$ cat src/rtl/core/lpr_pkg.sv
// ----------------------------------------------------------------------------
// lpr_pkg
// Shared types, request codes and the mask length function of the route
// lookup block.
// ----------------------------------------------------------------------------
`default_nettype none

package lpr_pkg;

   localparam int AddrBits  = 32;
   localparam int IndexW    = 7;
   localparam int PortW     = 2;
   localparam int LenW      = 6;
   localparam int CsrW      = 8;

   // Request codes carried in req_type
   localparam logic REQ_WRITE  = 1'b0;
   localparam logic REQ_LOOKUP = 1'b1;

   // One stored route; the prefix is kept already masked
   typedef struct packed {
      logic [AddrBits-1:0] prefix;
      logic [AddrBits-1:0] mask;
      logic [AddrBits-1:0] gateway;
      logic [PortW-1:0]    port;
      logic [LenW-1:0]     len;
   } route_type;

   // Table write command
   typedef struct packed {
      logic              en;
      logic [IndexW-1:0] index;
      route_type         data;
   } wr_cmd_type;

   // Count the set bits of a mask with a balanced adder tree
   function automatic logic [LenW-1:0] mask_len(input logic [AddrBits-1:0] m);
      logic [1:0] l1 [16];
      logic [2:0] l2 [8];
      logic [3:0] l3 [4];
      logic [4:0] l4 [2];
      for (int i = 0; i < 16; i++) begin
         l1[i] = {1'b0, m[2*i]} + {1'b0, m[2*i+1]};
      end
      for (int i = 0; i < 8; i++) begin
         l2[i] = {1'b0, l1[2*i]} + {1'b0, l1[2*i+1]};
      end
      for (int i = 0; i < 4; i++) begin
         l3[i] = {1'b0, l2[2*i]} + {1'b0, l2[2*i+1]};
      end
      for (int i = 0; i < 2; i++) begin
         l4[i] = {1'b0, l3[2*i]} + {1'b0, l3[2*i+1]};
      end
      return {1'b0, l4[0]} + {1'b0, l4[1]};
   endfunction

endpackage

`default_nettype wire

$ cat src/rtl/core/lpr_req_if.sv
// ----------------------------------------------------------------------------
// lpr_req_if
// Request channel: table writes and destination lookups.
// ----------------------------------------------------------------------------
`default_nettype none

interface lpr_req_if;
   logic                          valid;
   logic                          ready;
   logic                          req_type;
   logic [lpr_pkg::IndexW-1:0]    entry_index;
   logic [lpr_pkg::AddrBits-1:0]  new_prefix;
   logic [lpr_pkg::AddrBits-1:0]  new_mask;
   logic [lpr_pkg::AddrBits-1:0]  new_gateway;
   logic [lpr_pkg::PortW-1:0]     new_port;
   logic [lpr_pkg::AddrBits-1:0]  dest_address;

   modport source (
      output valid, req_type, entry_index, new_prefix, new_mask, new_gateway,
             new_port, dest_address,
      input  ready
   );

   modport sink (
      input  valid, req_type, entry_index, new_prefix, new_mask, new_gateway,
             new_port, dest_address,
      output ready
   );
endinterface

`default_nettype wire

$ cat src/rtl/core/lpr_rsp_if.sv
// ----------------------------------------------------------------------------
// lpr_rsp_if
// Response channel: one beat per lookup.
// ----------------------------------------------------------------------------
`default_nettype none

interface lpr_rsp_if;
   logic                          valid;
   logic                          ready;
   logic                          found;
   logic [lpr_pkg::AddrBits-1:0]  gateway;
   logic [lpr_pkg::PortW-1:0]     out_port;
   logic [lpr_pkg::LenW-1:0]      prefix_length;

   modport source (
      output valid, found, gateway, out_port, prefix_length,
      input  ready
   );

   modport sink (
      input  valid, found, gateway, out_port, prefix_length,
      output ready
   );
endinterface

`default_nettype wire

$ cat src/rtl/core/lpr_scan.sv
// ----------------------------------------------------------------------------
// lpr_scan
// Request decode, scan sequencer, best-match tracking and response register.
// ----------------------------------------------------------------------------
`default_nettype none

module lpr_scan #(
   parameter int ROUTES = 128
) (
   input  wire                         clock,
   input  wire                         reset,
   input  wire [lpr_pkg::CsrW-1:0]     csr_entries,
   lpr_req_if.sink                     req_bus,
   lpr_rsp_if.source                   rsp_bus,
   output lpr_pkg::wr_cmd_type         wr_cmd,
   output logic                        rd_en,
   output logic [$clog2(ROUTES)-1:0]   rd_addr,
   input  lpr_pkg::route_type          rd_data
);

   localparam int AddrW = $clog2(ROUTES);
   localparam int CntW  = $clog2(ROUTES + 1);

   localparam logic [1:0] ST_IDLE   = 2'd0;
   localparam logic [1:0] ST_SCAN   = 2'd1;
   localparam logic [1:0] ST_LAST   = 2'd2;
   localparam logic [1:0] ST_FINISH = 2'd3;

   logic [1:0]                      state_ff, state_in;
   logic [lpr_pkg::AddrBits-1:0]    dest_ff, dest_in;
   logic [CntW-1:0]                 count_ff, count_in;
   logic [AddrW-1:0]                addr_ff, addr_in;
   logic                            rd_valid_ff, rd_valid_in;
   logic                            hit_ff, hit_in;
   logic [lpr_pkg::LenW-1:0]        best_len_ff, best_len_in;
   logic [lpr_pkg::AddrBits-1:0]    best_hop_ff, best_hop_in;
   logic [lpr_pkg::PortW-1:0]       best_port_ff, best_port_in;
   logic                            rsp_valid_ff, rsp_valid_in;
   logic                            rsp_found_ff;
   logic [lpr_pkg::AddrBits-1:0]    rsp_hop_ff;
   logic [lpr_pkg::PortW-1:0]       rsp_port_ff;
   logic [lpr_pkg::LenW-1:0]        rsp_len_ff;

   logic                            accept;
   logic                            last_issue;
   logic                            match;
   logic                            load;
   logic [CntW-1:0]                 sat_count;

   assign req_bus.ready = (state_ff == ST_IDLE);
   assign accept        = req_bus.valid && req_bus.ready;

   // Build the table write for a write beat
   always_comb begin
      wr_cmd.en            = accept && (req_bus.req_type == lpr_pkg::REQ_WRITE);
      wr_cmd.index         = req_bus.entry_index;
      wr_cmd.data.prefix   = req_bus.new_prefix & req_bus.new_mask;
      wr_cmd.data.mask     = req_bus.new_mask;
      wr_cmd.data.gateway  = req_bus.new_gateway;
      wr_cmd.data.port     = req_bus.new_port;
      wr_cmd.data.len      = lpr_pkg::mask_len(req_bus.new_mask);
   end

   // Clamp the entry count to the table depth
   assign sat_count = (32'(csr_entries) > 32'(ROUTES)) ? CntW'(ROUTES)
                                                        : CntW'(csr_entries);

   assign rd_en      = (state_ff == ST_SCAN);
   assign rd_addr    = addr_ff;
   assign last_issue = ((CntW'(addr_ff) + CntW'(1)) == count_ff);

   // Compare the entry read last cycle; strictly longer wins
   assign match = rd_valid_ff
                  && (rd_data.prefix == (dest_ff & rd_data.mask))
                  && (rd_data.len > best_len_ff);

   // Sequence the scan
   always_comb begin
      state_in     = state_ff;
      dest_in      = dest_ff;
      count_in     = count_ff;
      addr_in      = addr_ff;
      rd_valid_in  = 1'b0;
      hit_in       = hit_ff;
      best_len_in  = best_len_ff;
      best_hop_in  = best_hop_ff;
      best_port_in = best_port_ff;
      load         = 1'b0;

      if (match) begin
         hit_in       = 1'b1;
         best_len_in  = rd_data.len;
         best_hop_in  = rd_data.gateway;
         best_port_in = rd_data.port;
      end

      unique case (state_ff)
         ST_IDLE: begin
            if (accept && (req_bus.req_type == lpr_pkg::REQ_LOOKUP)) begin
               dest_in      = req_bus.dest_address;
               count_in     = sat_count;
               addr_in      = '0;
               hit_in       = 1'b0;
               best_len_in  = '0;
               best_hop_in  = '0;
               best_port_in = '0;
               state_in     = (sat_count == '0) ? ST_FINISH : ST_SCAN;
            end
         end
         ST_SCAN: begin
            rd_valid_in = 1'b1;
            addr_in     = addr_ff + AddrW'(1);
            if (last_issue) begin
               state_in = ST_LAST;
            end
         end
         ST_LAST: begin
            state_in = ST_FINISH;
         end
         ST_FINISH: begin
            if (!rsp_valid_ff || rsp_bus.ready) begin
               load     = 1'b1;
               state_in = ST_IDLE;
            end
         end
      endcase
   end

   // Hold the response until the sink takes it
   assign rsp_valid_in = load || (rsp_valid_ff && !rsp_bus.ready);

   always_ff @(posedge clock) begin
      if (reset) begin
         state_ff     <= ST_IDLE;
         rd_valid_ff  <= 1'b0;
         rsp_valid_ff <= 1'b0;
      end else begin
         state_ff     <= state_in;
         rd_valid_ff  <= rd_valid_in;
         rsp_valid_ff <= rsp_valid_in;
      end
   end

   always_ff @(posedge clock) begin
      dest_ff      <= dest_in;
      count_ff     <= count_in;
      addr_ff      <= addr_in;
      hit_ff       <= hit_in;
      best_len_ff  <= best_len_in;
      best_hop_ff  <= best_hop_in;
      best_port_ff <= best_port_in;
   end

   // Load the response register
   always_ff @(posedge clock) begin
      if (load) begin
         rsp_found_ff <= hit_ff;
         rsp_hop_ff   <= best_hop_ff;
         rsp_port_ff  <= best_port_ff;
         rsp_len_ff   <= best_len_ff;
      end
   end

   assign rsp_bus.valid         = rsp_valid_ff;
   assign rsp_bus.found         = rsp_found_ff;
   assign rsp_bus.gateway       = rsp_hop_ff;
   assign rsp_bus.out_port      = rsp_port_ff;
   assign rsp_bus.prefix_length = rsp_len_ff;

endmodule

`default_nettype wire

$ cat src/flat_wrapper.sv
// flat-port wrapper written by rule: the top's interface ports become plain ports
module lpr_scan_flat 
#(
   parameter int ROUTES = 128
)
  (clock, reset, csr_entries, wr_cmd, rd_en, rd_addr, rd_data, req_bus_valid, req_bus_req_type, req_bus_entry_index, req_bus_new_prefix, req_bus_new_mask, req_bus_new_gateway, req_bus_new_port, req_bus_dest_address, req_bus_ready, rsp_bus_valid, rsp_bus_found, rsp_bus_gateway, rsp_bus_out_port, rsp_bus_prefix_length, rsp_bus_ready);
  lpr_req_if req_bus_i ();
  lpr_rsp_if rsp_bus_i ();
  input  wire clock;
  input  wire reset;
  input  wire [lpr_pkg::CsrW-1:0] csr_entries;
  output lpr_pkg::wr_cmd_type wr_cmd;
  output logic rd_en;
  output logic [$clog2(ROUTES)-1:0] rd_addr;
  input  lpr_pkg::route_type rd_data;
  input wire logic [$bits(req_bus_i.valid)-1:0] req_bus_valid;
  input wire logic [$bits(req_bus_i.req_type)-1:0] req_bus_req_type;
  input wire logic [$bits(req_bus_i.entry_index)-1:0] req_bus_entry_index;
  input wire logic [$bits(req_bus_i.new_prefix)-1:0] req_bus_new_prefix;
  input wire logic [$bits(req_bus_i.new_mask)-1:0] req_bus_new_mask;
  input wire logic [$bits(req_bus_i.new_gateway)-1:0] req_bus_new_gateway;
  input wire logic [$bits(req_bus_i.new_port)-1:0] req_bus_new_port;
  input wire logic [$bits(req_bus_i.dest_address)-1:0] req_bus_dest_address;
  output wire logic [$bits(req_bus_i.ready)-1:0] req_bus_ready;
  output wire logic [$bits(rsp_bus_i.valid)-1:0] rsp_bus_valid;
  output wire logic [$bits(rsp_bus_i.found)-1:0] rsp_bus_found;
  output wire logic [$bits(rsp_bus_i.gateway)-1:0] rsp_bus_gateway;
  output wire logic [$bits(rsp_bus_i.out_port)-1:0] rsp_bus_out_port;
  output wire logic [$bits(rsp_bus_i.prefix_length)-1:0] rsp_bus_prefix_length;
  input wire logic [$bits(rsp_bus_i.ready)-1:0] rsp_bus_ready;
  assign req_bus_i.valid = req_bus_valid;
  assign req_bus_i.req_type = req_bus_req_type;
  assign req_bus_i.entry_index = req_bus_entry_index;
  assign req_bus_i.new_prefix = req_bus_new_prefix;
  assign req_bus_i.new_mask = req_bus_new_mask;
  assign req_bus_i.new_gateway = req_bus_new_gateway;
  assign req_bus_i.new_port = req_bus_new_port;
  assign req_bus_i.dest_address = req_bus_dest_address;
  assign req_bus_ready = req_bus_i.ready;
  assign rsp_bus_valid = rsp_bus_i.valid;
  assign rsp_bus_found = rsp_bus_i.found;
  assign rsp_bus_gateway = rsp_bus_i.gateway;
  assign rsp_bus_out_port = rsp_bus_i.out_port;
  assign rsp_bus_prefix_length = rsp_bus_i.prefix_length;
  assign rsp_bus_i.ready = rsp_bus_ready;
  lpr_scan #(.ROUTES(ROUTES)) u_core (.clock(clock), .reset(reset), .csr_entries(csr_entries), .req_bus(req_bus_i), .rsp_bus(rsp_bus_i), .wr_cmd(wr_cmd), .rd_en(rd_en), .rd_addr(rd_addr), .rd_data(rd_data));
endmodule
$ cat config.mk
export PLATFORM = sky130hd
export DESIGN_NAME = lpr_scan_flat
export DESIGN_NICKNAME = d
export VERILOG_FILES = /design/src/rtl/core/lpr_pkg.sv /design/src/rtl/core/lpr_req_if.sv /design/src/rtl/core/lpr_rsp_if.sv /design/src/rtl/core/lpr_scan.sv /design/src/flat_wrapper.sv
export SDC_FILE = /design/constraint.sdc
export NUM_CORES = 1
export LEC_CHECK = 0
export ABC_AREA = 0
export BUFFER_PORTS_ARGS = -buffer_cell sky130_fd_sc_hd__buf_2
export CORE_AREA = 8 8 156 158
export CTS_BUF_LIST = sky130_fd_sc_hd__clkbuf_4 sky130_fd_sc_hd__clkbuf_8 sky130_fd_sc_hd__clkbuf_16
export CTS_CLUSTER_DIAMETER = 200
export DETAILED_ROUTE_END_ITERATION = 16
export DIE_AREA = 0 0 164 166
export GPL_TIMING_DRIVEN = 0
export PLACE_DENSITY = 0.68
export SLEW_MARGIN = 20
export SYNTH_ARGS = -nofsm -noshare
export SYNTH_HDL_FRONTEND = slang
export SYNTH_SLANG_ARGS = --single-unit
$ cat constraint.sdc
create_clock -name clock -period 8.42 [get_ports clock]
set_clock_uncertainty 0.2 [all_clocks]
set_input_delay 1.684 -clock clock [delete_from_list [all_inputs] [get_ports clock]]
set_output_delay 1.684 -clock clock [all_outputs]
set_load 0.02 [all_outputs]
# Yosys cells after proc, flatten, opt, wreduce, memory -nomap -nowiden
# Cells that the tools add are included.
word_totals:
  register_bits: 133
  out_inout_bits: 163
  word_cells: 99
classes:
  addsub: 33
  order_cmp: 2
  n_eq_ne: 8
  n_mux: 23
  bitwise_logic: 3
  reduce_logical: 16
ops:
  columns: ["cell", "count"]
  rows:
  - ["2-to-1 mux 32 bit", 3]
  - ["bitwise AND 32 bit", 2]
  - ["adder 1 x 1 -> 2 bit", 16]
  - ["equality test 32 bit", 1]
  - ["adder 2 x 2 -> 3 bit", 8]
  - ["2-to-1 mux 6 bit", 3]
  - ["adder 3 x 3 -> 4 bit", 4]
  - ["2-to-1 mux 2 bit", 7]
  - ["one-hot mux 7 bit (2 select lines)", 1]
  - ["adder 4 x 4 -> 5 bit", 2]
  - ["adder 7 x 1 -> 8 bit, second input constant", 1]
  - ["equality test 8 bit", 1]
  - ["greater-than comparator 8 bit, second input constant", 1]
  - ["logical NOT 8 bit", 1]
  - ["2-to-1 mux 8 bit", 1]
  - ["one-hot mux 2 bit (4 select lines)", 1]
  - ["adder 7 x 1 -> 7 bit, second input constant", 1]
  - ["2-to-1 mux 7 bit", 1]
  - ["adder 5 x 5 -> 6 bit", 1]
  - ["greater-than comparator 6 bit", 1]
  - ["logical AND 1 bit", 6]
  - ["2-to-1 mux 1 bit", 6]
  - ["equality test 2 bit, second input constant", 2]
  - ["!= test 2 x 1 -> 1 bit, second input constant", 2]
  - ["9 further kinds", 12]

# Depth between registers and ports, before layout
# Gate-level depths: netlist of run 1.
depth:
  ltp_word: 7
  mapped_depth: 15

# Least setup slack after synthesis of run 1
# Ideal clock, no wire load.
synth_path:
  path_kind: "input to output"
  from: "input req_bus_new_mask[0]"
  to: "output wr_cmd[4] (netlist bit)"
  arrival_time_ns: 5.959
  path_slack_ns: 0.577
  stages: 15
  cell_sequence: "inv_1 fa_1 inv_1 fa_1 fa_1 fa_1 fa_1 inv_1 fa_1 inv_1 ha_1 fa_1 a21o_1 a21oi_1 xnor2_1"
synth_rtl:
  columns: ["item", "line_no", "text"]
  rows:
  - ["start: declaration", "flat_wrapper.sv:20", "input wire logic [$bits(req_bus_i.new_mask)-1:0] req_bus_new_mask;"]
  - ["end: declaration", "flat_wrapper.sv:12", "output lpr_pkg::wr_cmd_type wr_cmd;"]

==> flow_metrics.py, run 1 <==
metrics = {
    "clocking": {
        "cts_buffers": 17,
        "clk_latency_ns": 0.42,
        "htree_levels": 4,
        "cts-resized-gates": 0,
        "clk_path_buf_depth": 2,
        "cts_setup_buffers": 0,
        "ctsHoldBuffers": 0,
        "clock_sinks": 133,
        "cts_tree": "yes",
        "clk_pin_slew_ns": 0.06,
        "clockRootBuffer": "clkbuf_16",
    },
    "synth": {
        "async_reset_ff_frac": 0,
        "netlist_instances": 659,
        "ys_seq_area_frac": 0.494,
        "ys.flop_type": "edfxtp_1",
        "avgSynthCellArea_um2": 10.9,
        "synth_mux_area_frac": 0.00296,
        "synth_enable_flop_cells": 88,
        "syn_area_um2": 7180,
        "synth_top_family_by_area": "simple AND/OR/NAND/NOR gates",
        "syn-num-nets": 955,
        "synth-simple-area-share": 0.135,
        "yosys_warnings": 0,
        "synth_compound_area_frac": 0.119,
        "yosys_register_bits": 133,
        "yosysUniqueCellTypes": 58,
        "synthXorXnorAreaFrac": 0.0338,
        "synth_fa_ha_area_frac": 0.0983,
    },
    "sta": {
        "timing.final.hold_violations": 0,
        "tightest_slew_ns": 1.01,
        "finalCritPeriodShare": 0.970,
        "fmax_mhz": 122,
        "setup_violations": 0,
        "finalWorstPathRequiredPeriod_ns": 8.16,
        "tns_ns": 0,
        "maxSlewViolCount": 0,
        "rsz0062_at_grt": "false",
        "relSlewSlack": 0.323,
    },
    "placed_design": {
        "dpl.hpwl_um": 21100,
        "dp_cells": 1320,
        "dpl-instance-area_um2": 9450,
        "io_buffer_count": 375,
        "place_congestion": 0.846,
    },
    "global_routing": {
        "overflow": 0,
        "grt_usage": 0.176,
        "antenna_found_initial": 4,
        "grt_pass1_wl_um": 36500,
        "grt_max_degree": 50,
        "grt_pass1_vias": 6665,
    },
    "power": {
        "p_leak_nw": 4.67,
        "p_per_area_nw_per_um2": 259,
        "peakVddDrop_mv": 0.620,
        "finalPower_w": 0.00261,
    },
    "critical_path": {
        "cp-end-kind": "primary output",
        "critPathMaxFanout": 3,
        "reg2regPathDepth": 10,
        "start_kind": "primary input",
        "cp.required_ns": 6.54,
        "worstSetupPathType": "primary input to primary output",
        "arrival_ns": 6.28,
    },
    "routing": {
        "drt_wl_total_um": 25200,
        "ant_nets": 0,
        "dr.pass1.iters": 4,
        "vias_per_cell": 4.63,
        "drc": 0,
        "wl_per_cell_um": 18.6,
        "dr.first_iter.drc_count": 279,
        "dr_total_vias": 6270,
    },
    "floorplan": {
        "die_width_um": 164,
        "fp.dieArea_um2": 27200,
        "initial_utilization": 0.325,
        "core.rowCount": 55,
        "ios": 417,
        "fp.dieH_um": 166,
        "core_um2": 22100,
    },
    "outcome": {
        "outcome": "completed",
    },
    "finish": {
        "layout_commonest_cell": "buf_2",
        "most-common-layout-cells": "buf_2 (375), edfxtp_1 (88), buf_4 (78)",
        "postLayoutCellArea_um2": 10100,
        "nets": 1350,
        "area.growth.synth_to_final_pct": 40.1,
        "seqCellArea_um2": 3540,
        "multi_input_area_um2": 2790,
        "final_cell_count_no_fill": 1353,
        "fillers": 2103,
        "final_layout_size_suffix_gt1_frac": 0.470,
    },
    "hold_path": {
        "worstHoldPathCells": 0,
        "hold_path_class": "flop to flop",
    },
    "job": {
        "maxCapViolCount": 0,
    },
}
==> cells by family (layout without fill, tap and decap cells) <==
logic type,Yosys count,after routing
multiplexers,2,2
AO/OA/AOI/OAI,142,142
AND/OR/NAND/NOR,172,172
XOR/XNOR,26,26
buffers and inverters,142,550
other,0,1
adder cells (fa/ha/maj),42,42
flip-flops,133,133
==> final timing paths <==
check	startpoint	to	slack, ns
worst min register to register	u_core.best_hop_ff[26]	u_core.rsp_bus.gateway[26]	0.22
worst max-delay path	req_bus_new_mask[0]	wr_cmd[4]	0.26
worst max register to register	u_core.best_len_ff[3]	u_core.best_hop_ff[10]	5.59
worst min-delay path	u_core.best_hop_ff[26]	u_core.rsp_bus.gateway[26]	0.22
==> area by class of cell <==
class                   instances  share of cell area
clock inverters                15              0.0175
well taps                     285              0.0355
multi-input cells             384               0.278
diodes                          1            0.000249
flip-flops and latches        133               0.352
clock buffers                  17              0.0423
inverters                      43              0.0161
plain buffers                  99              0.0686
repair buffers                376               0.190
==> registers in the layout, summed over array words and instances, names as in the netlist <==
signal and cells:
u_core.rsp_bus.out_port 2, u_core.state_ff 2, u_core.rsp_bus.prefix_length 6, u_core.rsp_bus.valid 1, u_core.count_ff 8, u_core.rd_valid_ff 1
u_core.rsp_bus.found 1, u_core.best_hop_ff 32, u_core.rd_addr 7, u_core.dest_ff 32, u_core.rsp_bus.gateway 32, u_core.best_len_ff 6
u_core.hit_ff 1, u_core.best_port_ff 2
==> per-layer routing <==
layer / global-route usage / share of wire / routed length, um / up-vias
li1: - / - / - / 3044
met1: 0.181 / 0.37 / 9240 / 2903
met2: 0.332 / 0.54 / 13500 / 290
met3: 0.0508 / 0.082 / 2080 / 29
met4: 0.0558 / 0.014 / 358 / 4
met5: 0 / 0.00083 / 21 / -
==> cells in the mapped netlist, types with 22 or more instances <==
library cell | count | share of area
inv_1 | 42 | 0.022
buf_4 | 77 | 0.081
edfxtp_1 | 88 | 0.37
o21ai_0 | 40 | 0.028
nand2_1 | 22 | 0.012
a21oi_1 | 57 | 0.040
nand3_1 | 46 | 0.032
fa_1 | 24 | 0.067
dfxtp_1 | 45 | 0.13
and2_1 | 34 | 0.030
==> through the flow <==
stage / hold slack (ns) / setup slack (ns) / util
final: 0.217 / 0.257 / 0.455
after global routing: 0.231 / 0.0269 / 0.455
after CTS: 0.222 / 0.191 / 0.455
after detailed placement: 0.209 / 0.205 / 0.428
after global placement: 0.204 / 0.225 / 0.426
after floorplan: 0.202 / 0.577 / -
==> critical path, cell delays in order <==
cell and delay [ns]:
buf_2 0.10, inv_1 0.06, fa_1 0.53, inv_1 0.06, fa_1 0.48, fa_1 0.54, fa_1 0.45, fa_1 0.52
inv_1 0.05, fa_1 0.48, inv_1 0.04, ha_1 0.21, fa_1 0.40, a21o_1 0.19, a21oi_1 0.17, xnor2_1 0.14
buf_4 0.16
==> report_power, final <==
group          total, W  switching, W  leakage (nW)  internal (W)
clock          0.000756      0.000331         0.293      0.000425
sequential     0.000792     0.0000328          1.20      0.000760
combinational   0.00106      0.000626          3.18      0.000432
total           0.00261      0.000991          4.67       0.00162
No activity file was read; power rests on OpenSTA's default activity.
==> run 2: changes to the inputs <==
--- a/config.mk
+++ b/config.mk
@@ -5,7 +5,7 @@
 export SDC_FILE = /design/constraint.sdc
 export NUM_CORES = 1
 export LEC_CHECK = 0
-export ABC_AREA = 0
+export ABC_AREA = 1
 export BUFFER_PORTS_ARGS = -buffer_cell sky130_fd_sc_hd__buf_2
 export CORE_AREA = 8 8 156 158
 export CTS_BUF_LIST = sky130_fd_sc_hd__clkbuf_4 sky130_fd_sc_hd__clkbuf_8 sky130_fd_sc_hd__clkbuf_16
@@ -13,7 +13,7 @@
 export DETAILED_ROUTE_END_ITERATION = 16
 export DIE_AREA = 0 0 164 166
 export GPL_TIMING_DRIVEN = 0
-export PLACE_DENSITY = 0.68
+export PLACE_DENSITY = 0.7
 export SLEW_MARGIN = 20
 export SYNTH_ARGS = -nofsm -noshare
 export SYNTH_HDL_FRONTEND = slang
==> run 2 against run 1 <==
- count of clock-buffer cells in the layout stayed put
- setup slack improved by 0.012 ns
- synthesized cell count rose by 28%
- sequential share of layout area shrank 1.6 points
- die area did not move
- utilization up 2.2 points
- largest power group unchanged
==> flow_metrics.py, run 2 <==
metrics = {
    "synth": {
        "synth_enable_flop_cells": 88,
        "yosys_register_bits": 133,
        "async_reset_ff_frac": 0,
        "yosysTopAreaCell": "edfxtp_1",
        "netlist.area_leader.share": 0.346,
        "synth_area_leaders": "edfxtp_1 (35%), dfxtp_1 (12%), nand2_1 (9.3%), buf_4 (7.6%), fa_1 (6.3%)",
        "ys.flop_type": "edfxtp_1",
        "avgSynthCellArea_um2": 9.04,
        "syn_area_um2": 7640,
        "yosysUniqueCellTypes": 38,
        "yosys_warnings": 0,
        "netlist_instances": 845,
        "yosysMostFrequentCell": "nand2_1",
        "syn-num-nets": 1141,
        "netlist_top_cells_count": "nand2_1 (189), inv_1 (100), nor2_1 (96)",
        "ys_seq_area_frac": 0.464,
    },
    "job": {
        "maxCapViolCount": 0,
    },
    "hold_path": {
        "hold_path_class": "flop to flop",
        "hp-start": "u_core.best_hop_ff[14]",
    },
    "critical_path": {
        "arrival_ns": 6.27,
        "critPathMaxFanout": 3,
        "worstSetupPathType": "primary input to primary output",
        "cp-end-kind": "primary output",
        "r2r_start": "u_core.state_ff[1]",
        "start_kind": "primary input",
        "crit_start": "req_bus_new_mask[0]",
        "cp.required_ns": 6.54,
    },
    "finish": {
        "final_cell_count_no_fill": 1543,
        "most-common-layout-cells": "buf_2 (376), nand2_1 (189), inv_1 (99)",
        "multi_input_area_um2": 2990,
        "final_layout_size_suffix_gt1_frac": 0.408,
        "nets": 1537,
        "seqCellArea_um2": 3540,
        "layout_commonest_cell": "buf_2",
        "fillers": 2113,
        "area.growth.synth_to_final_pct": 38.1,
    },
    "power": {
        "p_leak_nw": 5.41,
        "finalPower_w": 0.00265,
        "peakVddDrop_mv": 0.348,
        "p_per_area_nw_per_um2": 251,
    },
    "routing": {
        "ant_nets": 0,
        "dr.pass1.iters": 5,
        "vias_per_cell": 4.42,
        "dr_total_vias": 6821,
        "dr.first_iter.drc_count": 293,
        "drc": 0,
        "drt_wl_total_um": 24700,
        "wl_per_cell_um": 16.0,
    },
    "floorplan": {
        "core_um2": 22100,
        "fp.dieArea_um2": 27200,
        "initial_utilization": 0.346,
        "core.rowCount": 55,
        "ios": 417,
        "die_width_um": 164,
        "fp.dieH_um": 166,
    },
    "placed_design": {
        "io_buffer_count": 375,
        "place_congestion": 0.832,
        "dpl.hpwl_um": 20800,
        "dp_cells": 1507,
    },
    "sta": {
        "rsz0062_at_grt": "false",
        "fmax_mhz": 123,
        "relSlewSlack": 0.491,
        "tightest_slew_ns": 0.762,
        "maxSlewViolCount": 0,
        "tns_ns": 0,
        "finalWorstPathRequiredPeriod_ns": 8.15,
        "finalCritPeriodShare": 0.968,
        "setup_violations": 0,
        "timing.final.hold_violations": 0,
    },
    "clocking": {
        "htree_levels": 4,
        "cts_tree": "yes",
        "clockRootBuffer": "clkbuf_16",
        "clk_path_buf_depth": 2,
        "clk_latency_ns": 0.42,
        "cts_buffers": 17,
        "cts-resized-gates": 0,
        "clk_pin_slew_ns": 0.07,
        "cts_setup_buffers": 0,
        "ctsHoldBuffers": 0,
        "clock_sinks": 133,
    },
    "outcome": {
        "outcome": "completed",
    },
    "global_routing": {
        "antenna_found_initial": 5,
        "grt_pass1_vias": 6913,
        "grt_usage": 0.175,
        "grt_max_degree": 29,
        "grt_pass1_wl_um": 37000,
        "overflow": 0,
    },
}
[run 2: cell count changes in the layout (fill, tap and decap cells not counted), sizes merged, moves of 8 or more]
cell / change
a21o: -8
and2: -33
and3: -13
buf: +13
clkbuf: -15
inv: +59
nand2: +167
nand3: -27
nand3b: +47
nor2: +85
nor2b: -11
o21ai: -38
or2: +13
xor2: -10
[run 2: layout make-up]
type,count,share of cell area
clock inverters,15,0.0172
multi-input cells,515,0.283
diodes,4,0.000949
inverters,101,0.0359
flip-flops and latches,133,0.336
clock buffers,17,0.0403
plain buffers,96,0.0702
well taps,285,0.0338
repair buffers,377,0.182
[run 2: through the flow]
step / cell area (um2) / hold WS (ns) / util / setup WS [ns]
after detailed placement: 9930 / 0.215 / 0.450 / 0.220
after floorplan: 7640 / 0.209 / - / 0.633
after global routing: 10500 / 0.237 / 0.477 / 0.0584
after CTS: 10500 / 0.230 / 0.477 / 0.203
after global placement: 9870 / 0.214 / 0.447 / 0.246
final: 10500 / 0.228 / 0.478 / 0.269
[run 2: routing by layer]
metal / routed length (um) / track usage / up-vias
met5: 25 / 0 / -
met4: 330 / 0.0455 / 4
met3: 1890 / 0.0538 / 28
met2: 12600 / 0.311 / 252
met1: 9880 / 0.199 / 3098
li1: - / - / 3439
[run 2: final timing paths]
path                                     end  slack (ns)  cells past startpoint
setup / recovery                   wr_cmd[4]        0.27                     18
hold / removal    u_core.rsp_bus.gateway[14]        0.23                      0
setup reg to reg           u_core.rd_addr[5]        5.74                      6
hold reg to reg   u_core.rsp_bus.gateway[14]        0.23                      0
[run 2: kinds of logic (layout without fill, tap and decap cells)]
| logic type | after synthesis | in the layout | share of synthesized area |
|---|---|---|---|
| AO/OA/AOI/OAI | 65 | 65 | 0.0445 |
| XOR/XNOR | 16 | 16 | 0.0183 |
| adder cells (fa/ha/maj) | 42 | 42 | 0.0924 |
| buffers and inverters | 197 | 606 | 0.147 |
| flip-flops | 133 | 133 | 0.464 |
| multiplexers | 1 | 1 | 0.00131 |
| other | 0 | 4 | 0 |
| AND/OR/NAND/NOR | 391 | 391 | 0.233 |
[run 2: where the power goes]
part | leakage (nW) | internal [W] | switching [W] | total, W
registers | 1.17 | 0.000763 | 0.0000294 | 0.000793
logic | 3.95 | 0.000406 | 0.000689 | 0.00109
clock network | 0.294 | 0.000426 | 0.000337 | 0.000763
total | 5.41 | 0.00160 | 0.00105 | 0.00265
[run 2: critical path, cell delays in order]
cell and delay [ns]:
buf_2 0.10, inv_1 0.06, fa_1 0.52, inv_1 0.05, fa_1 0.55, fa_1 0.46, fa_1 0.49, fa_1 0.54
inv_1 0.05, fa_1 0.48, inv_1 0.04, ha_1 0.20, fa_1 0.40, a21oi_1 0.16, nor2_1 0.05, nor2_1 0.11
xnor2_1 0.13, buf_2 0.19
